[src/rtl/core/bblru_pkg.sv]
// ----------------------------------------------------------------------------
// bblru_pkg: shared types and constants of the byte budget LRU cache
// Field widths, action and register codes, sequencer states and the
// command that the sequencer broadcasts to the row of entry cells.
// ----------------------------------------------------------------------------
package bblru_pkg;

  localparam int ENTRIES_DEF  = 32;
  localparam int KEY_BITS_DEF = 64;
  localparam int KEY_PORT_W   = 64;
  localparam int DATA_W       = 32;
  localparam int BYTES_W      = 40;
  localparam int CNT_W        = 6;
  localparam int CFG_IDX_W    = 2;

  // Action codes of an input beat.
  typedef enum logic [1:0] {
    ACT_FIND   = 2'd0,
    ACT_INSERT = 2'd1,
    ACT_ERASE  = 2'd2,
    ACT_TRIM   = 2'd3
  } act_t;

  // Configuration register indexes.
  localparam logic [CFG_IDX_W-1:0] CFG_CAPACITY = 2'd0;
  localparam logic [CFG_IDX_W-1:0] CFG_MIN_ITEMS = 2'd1;

  // Sequencer states.
  typedef enum logic [2:0] {
    S_IDLE,
    S_MATCH,
    S_ACT,
    S_EVICT,
    S_INS,
    S_FINAL
  } state_t;

  // Operation applied by all cells in the same cycle.
  typedef enum logic [1:0] {
    OP_HOLD,
    OP_REMOVE,
    OP_TOUCH,
    OP_WRITE
  } cell_op_t;

  typedef struct packed {
    cell_op_t           op;
    logic [CNT_W-1:0]   pos;
    logic [CNT_W-1:0]   cnt;
  } cell_ctl_t;

endpackage

[src/rtl/core/bblru_cell.sv]
// ----------------------------------------------------------------------------
// bblru_cell: one entry of the recency ordered row
// Holds key, value and size of the entry at its place in the row. Place 0
// is the least recently used entry. Entries shift down from the upper
// neighbor on removal and touch, and the broadcast entry is written in.
// ----------------------------------------------------------------------------
module bblru_cell
  import bblru_pkg::*;
#(
  parameter int KEY_BITS = KEY_BITS_DEF,
  parameter int IDX      = 0
) (
  input  logic                clk,
  input  cell_ctl_t           ctl,
  input  logic [KEY_BITS-1:0] lookup_key,
  input  logic [KEY_BITS-1:0] bc_key,
  input  logic [DATA_W-1:0]   bc_value,
  input  logic [DATA_W-1:0]   bc_size,
  input  logic [KEY_BITS-1:0] up_key,
  input  logic [DATA_W-1:0]   up_value,
  input  logic [DATA_W-1:0]   up_size,
  output logic [KEY_BITS-1:0] key,
  output logic [DATA_W-1:0]   value,
  output logic [DATA_W-1:0]   size,
  output logic                match
);

  localparam logic [CNT_W:0] PLACE = (CNT_W+1)'(IDX);

  logic [KEY_BITS-1:0] key_r;
  logic [DATA_W-1:0]   value_r;
  logic [DATA_W-1:0]   size_r;
  logic                take_up;
  logic                take_bc;
  logic [CNT_W:0]      pos_x;
  logic [CNT_W:0]      cnt_x;

  assign pos_x = {1'b0, ctl.pos};
  assign cnt_x = {1'b0, ctl.cnt};

  // The cell is occupied when its place lies below the entry count.
  assign match = (PLACE < cnt_x) && (key_r == lookup_key);

  // Decide where the next contents come from.
  always_comb begin
    take_up = 1'b0;
    take_bc = 1'b0;
    case (ctl.op)
      OP_REMOVE: begin
        take_up = (PLACE >= pos_x) && (PLACE < cnt_x);
      end
      OP_TOUCH: begin
        take_up = (PLACE >= pos_x) && (PLACE + 1'b1 < cnt_x);
        take_bc = (PLACE + 1'b1 == cnt_x);
      end
      OP_WRITE: begin
        take_bc = (PLACE == cnt_x);
      end
      default: begin
        take_up = 1'b0;
        take_bc = 1'b0;
      end
    endcase
  end

  // Entry storage, no reset: occupancy follows from the count.
  always_ff @(posedge clk) begin
    if (take_bc) begin
      key_r   <= bc_key;
      value_r <= bc_value;
      size_r  <= bc_size;
    end else if (take_up) begin
      key_r   <= up_key;
      value_r <= up_value;
      size_r  <= up_size;
    end
  end

  assign key   = key_r;
  assign value = value_r;
  assign size  = size_r;

endmodule

[config.mk]
export PLATFORM = sky130hd
export DESIGN_NAME = bblru_cell
export DESIGN_NICKNAME = d
export VERILOG_FILES = /design/src/rtl/core/bblru_pkg.sv /design/src/rtl/core/bblru_cell.sv
export SDC_FILE = /design/constraint.sdc
export NUM_CORES = 1
export LEC_CHECK = 0
export ABC_AREA = 0
export CORE_MARGIN = 8
export CORE_UTILIZATION = 25
export CTS_CLUSTER_SIZE = 16
export DETAILED_ROUTE_END_ITERATION = 12
export DONT_BUFFER_PORTS = 1
export HOLD_SLACK_MARGIN = 0.15
export SLEW_MARGIN = 40
export SYNTH_ARGS = -nofsm -noshare
export SYNTH_HDL_FRONTEND = slang
export SYNTH_SLANG_ARGS = --single-unit
[constraint.sdc]
create_clock -name clk -period 9.1 [get_ports clk]
set_input_delay 0.455 -clock clk [delete_from_list [all_inputs] [get_ports clk]]
set_output_delay 0.455 -clock clk [all_outputs]
set_load 0.02 [all_outputs]
### Word level (Yosys, flattened, before mapping)

Cells that the tools add are included.

* flip-flop bits (word level): 128
* memory bits (read-only): 0
* output and inout port bits: 129
* RAM bits: 0
* logic and storage cells: 24
* memories kept: 0
* bits of input ports: 335
* bits in latches: 0

* bitwise logic cells: 0
* multiplexer cells: 8
* add/sub/neg operators: 0
* reductions and logical operators: 5
* $lt $le $gt $ge: 3
* multipliers: 0
* shift operators: 0
* div/mod/pow operators: 0
* equality and inequality tests: 5

Operator list (count)
* 2-to-1 mux 32 bit: 4
* 2-to-1 mux 64 bit: 2
* == test 64 bit: 1
* < comparator 1 x 6 -> 1 bit (first input constant): 2
* logical NOT 7 bit: 1
* == test 1 x 6 -> 1 bit (first input constant): 1
* greater-or-equal comparator 1 x 6 -> 1 bit (first input constant): 1
* == test 2 bit (second input constant): 2
* case mux 1 bit (2 select lines): 2
* logical AND 1 bit: 3
* == test 2 x 1 -> 1 bit (second input constant): 1
* nonzero test 2 bit: 1

### Depth between registers and ports, before layout

* depth after elaboration: 5
* depth in mapped cells: 7
* mapped depth without buffers: 5

### Worst setup path before layout

No wires, ideal clock.

* path type: input to register
* from: in ctl[5] (netlist name)
* to: reg key_r[0], in the netlist key[0], enable pin
* library setup time: 492 ps
* data arrival time: 4399 ps
* setup slack: 4209 ps
* required time: 8608 ps
* cell stages on the path: 7
* cell sequence: or4_1 -> nor2_1 -> o21ai_1 -> o21bai_4 -> buf_6 -> buf_6 -> nand2_1

* cells in the longest elaborated chain, start to end: 4
* elaborated cells between the ends (all ways): 9

Ends and longest elaborated chain
* from (decl): RTL line bblru_cell.sv:14 `input cell_ctl_t ctl,`
* < comparator 1 x 6 -> 1 bit, on equally long branches: RTL line bblru_cell.sv:53, bblru_cell.sv:50
* logical AND 1 bit, on equally long branches: RTL line bblru_cell.sv:53, bblru_cell.sv:50
* case mux 1 bit (2 select lines): RTL line bblru_cell.sv:48 `case (ctl.op)`
* nonzero test 2 bit (no source line) *
* to (signal assigned): RTL line bblru_cell.sv:69 `key_r <= bc_key;`
* to (signal assigned): RTL line bblru_cell.sv:73 `key_r <= up_key;`
* to (decl): RTL line bblru_cell.sv:30 `logic [KEY_BITS-1:0] key_r;`

Mark *: on every way between the ends. The rest lies on a longest branch, timed or not.
A chain may end at the register's enable or synchronous reset.

### Final worst setup path

* from: reg key_r[1], in the netlist key[1]
* to: out match

* cells in the longest elaborated chain, start to end: 2

Ends and longest elaborated chain
* == test 64 bit: RTL line bblru_cell.sv:42 `assign match = (PLACE < cnt_x) && (key_r == lookup_key);`
* logical AND 1 bit: RTL line bblru_cell.sv:42
* to (decl): RTL line bblru_cell.sv:25 `output logic match`

Every way passes these cells.

==> metrics.md <==
| Metric | Value |
|---|---|
| # clock sinks | `128` |
| DRC | `0` |
| Total gr overflow | `0` |
| Top_reg_cell synth | `edfxtp_1` |
| LEAKAGE | `2.83 nW` |
| Tcrit/Tclk final | `0.368` |
| Routability congestion estimate | `0.833` |
| Final Slew Violations | `0` |
| Post-synth EDFFs | `128` |
| Synthesized area per cell | `18.0 um2` |
| Detailed Routing Iterations Pass 1 | `4` |
| Sequential area share after synthesis | `0.580` |
| Die Ht | `179 um` |
| Die X | `179 um` |
| Mapped Area | `6630 um2` |
| Syn_nets | `705` |
| Setup WS post-layout | `5.75 ns` |
| Async set or reset register ratio after synthesis | `0` |
| Share of cells above drive strength 1 | `0.427` |
| DPL Wire Length | `17,500 um` |
| Core ar. | `26,100 um2` |
| CTS tree | `built` |
| Worst slew pin tran | `0.790 ns` |
| # nets final | `713` |
| Main area contributors after synthesis | `edfxtp_1 (58%), mux2_4 (25%), xnor2_1 (5.8%), mux2_2 (3.2%), xor2_1 (2.6%)` |
| Yosys reg bits | `128` |
| Max Cap Viol | `0` |
| Fin. Hold Viols | `0` |
| Crit end category | `primary output` |
| Clock-pin slew on the worst setup and hold paths | `0.07 ns` |
| Number of setup violations in the final report | `0` |
| Peak Freq | `0.298 GHz` |
| Slew margin rel. | `0.474` |
| Row cnt | `59` |
| WS Path Type | `register to primary output` |
| Finished Cell Area | `7560 um2` |
| Post-synth cell types | `19` |
| Top-count cell post-synth | `edfxtp_1` |
| Pwr dens | `193 nW/um2` |
| Initial Util | `0.254` |
| Vias post-DR | `3,451` |
| Post-cts hold buffer count | `0` |
| Ys Warns | `0` |
| Yosys top cell by area | `edfxtp_1` |
| Final core utilization | `0.290` |
| CTS Buf Count | `17` |
| Peak supply drop | `0.116 mV` |
| CTS root buffer | `clkbuf_16` |
| RSZ-0062 raised after global routing | `no` |
| Critical Path RT | `8.65 ns` |
| Ports | `464` |
| WL per Instance | `29.5 um` |
| Critical path arrival | `2.90 ns` |
| Max Root-Sink Buffers | `2` |
| Total die area | `32,000 um2` |
| Pin count of the biggest net entering global routing | `72` |
| Post_cts resized | `0` |
| First-pass GRT wire length | `28,100 um` |
| Placed cell areas | `6950 um2` |
| Iteration-0 DRC Markers | `125` |
| Critical path startpoint category | `register` |
| Outcome | `finished clean` |
| Pre-CTS setup slack | `5.74 ns` |
| GRT Overall Usage | `0.122` |
| Initial antenna violation count | `1` |
| Critical Path Fanout Max | `2` |
| Number of global-route vias before repair | `3,937` |
| Post-Synthesis Cells | `368` |
| Post-DR vias/cell | `4.76` |
| Top-area cell type share of the netlist area | `0.580` |
| H-tree depth | `4` |
| Post-route ant nets | `0` |
| Area Growth Syn to Fin | `14.1%` |
| Most frequent cells after synthesis | `edfxtp_1 (128), mux2_4 (109), xnor2_1 (44)` |
| Post-CTS setup buffers | `0` |
| Buffers added on ports | `0` |
| Placed insts | `692` |
| Sum Neg Setup Slack | `0 ns` |
| # fillers | `2,552` |
| Tightest Hold Check Type | `input pin to register` |
| Fin crit period | `3.35 ns` |
| Final WL | `21,400 um` |
| Fin cells | `725` |
## worst max-delay path, stage by stage, from the launching register on
cell and delay, ns:
edfxtp_1 0.59, xnor2_1 0.23, nand4_1 0.18, nor4_1 0.57, nand4_1 0.27, nor4_2 0.63
## worst paths after layout
kind               startpoint  endpoint  slack, ns  cells after the start
setup / recovery       key[1]     match       5.75                      5
hold / removal    up_value[2]  value[2]       0.26                      1
## report_power, final
| group | leakage, nW | internal [W] | switching (W) |
|---|---|---|---|
| logic | 1.38 | 0.0000533 | 0.0000240 |
| registers | 1.15 | 0.000661 | 0.0000201 |
| clock network | 0.288 | 0.000415 | 0.000290 |
| total | 2.83 | 0.00113 | 0.000334 |
## cells by family (layout without fill, tap and decap cells)
logic type,Yosys count,count (layout),synth area share
flops,128,128,0.580
xor+xnor,64,64,0.0845
simple gates,27,27,0.0245
compound gates,3,3,0.00434
mux,128,128,0.279
other cells,0,1,0
buf+inv,16,37,0.0240
fa+ha+maj,2,2,0.00377
## registers in the layout, summed over array words and instances, names as in the netlist
name   cells
key       64
size      32
value     32
## placed cells by master, fill, tap and decap left out, types with 2 or more instances in the layout
master      netlist  final
inv_6             0      5
ha_1              2      2
inv_8             0      3
buf_6            13      2
nand4_1          13     13
xnor2_1          44     44
xor2_1           20     20
clkbuf_16         0     17
clkinv_4          0      2
inv_1             2      2
mux2_4          109    109
nor4_2            0      2
edfxtp_1        128    128
clkinvlp_4        0      2
mux2_2           19     19
bufinv_16         0      2
nor4_1            9      7
## metal layers
layer / global-route usage / wire length [um] / up-vias
met3: 0.0596 / 2690 / 15
met4: 0.0393 / 306 / 0
met1: 0.128 / 7350 / 1714
met2: 0.209 / 11100 / 289
li1: - / - / 1433
met5: 0 / 0 / -
## per-stage QoR
| step | power [W] | hold slack (ns) |
|---|---|---|
| 2_1_floorplan | 0.000758 | 0.672 |
| 3_3_place_gp | 0.000769 | 0.673 |
| 3_5_place_dp | 0.000773 | 0.675 |
| 4_1_cts | 0.00149 | 0.228 |
| 5_1_grt | 0.00152 | 0.222 |
| 6_report | 0.00146 | 0.255 |
## cell type report
| class | instances | area (um2) | area share |
|---|---|---|---|
| flip-flops and latches | 128 | 3840 | 0.508 |
| multi-input cells | 224 | 2660 | 0.351 |
| clock buffers | 18 | 429 | 0.0567 |
| well taps | 335 | 419 | 0.0554 |
| clock inverters | 14 | 170 | 0.0225 |
| repair buffers | 3 | 36.3 | 0.00480 |
| inverters | 2 | 7.51 | 0.000992 |
| diodes | 1 | 2.50 | 0.000331 |
No activity file was read; power rests on OpenSTA's default activity.
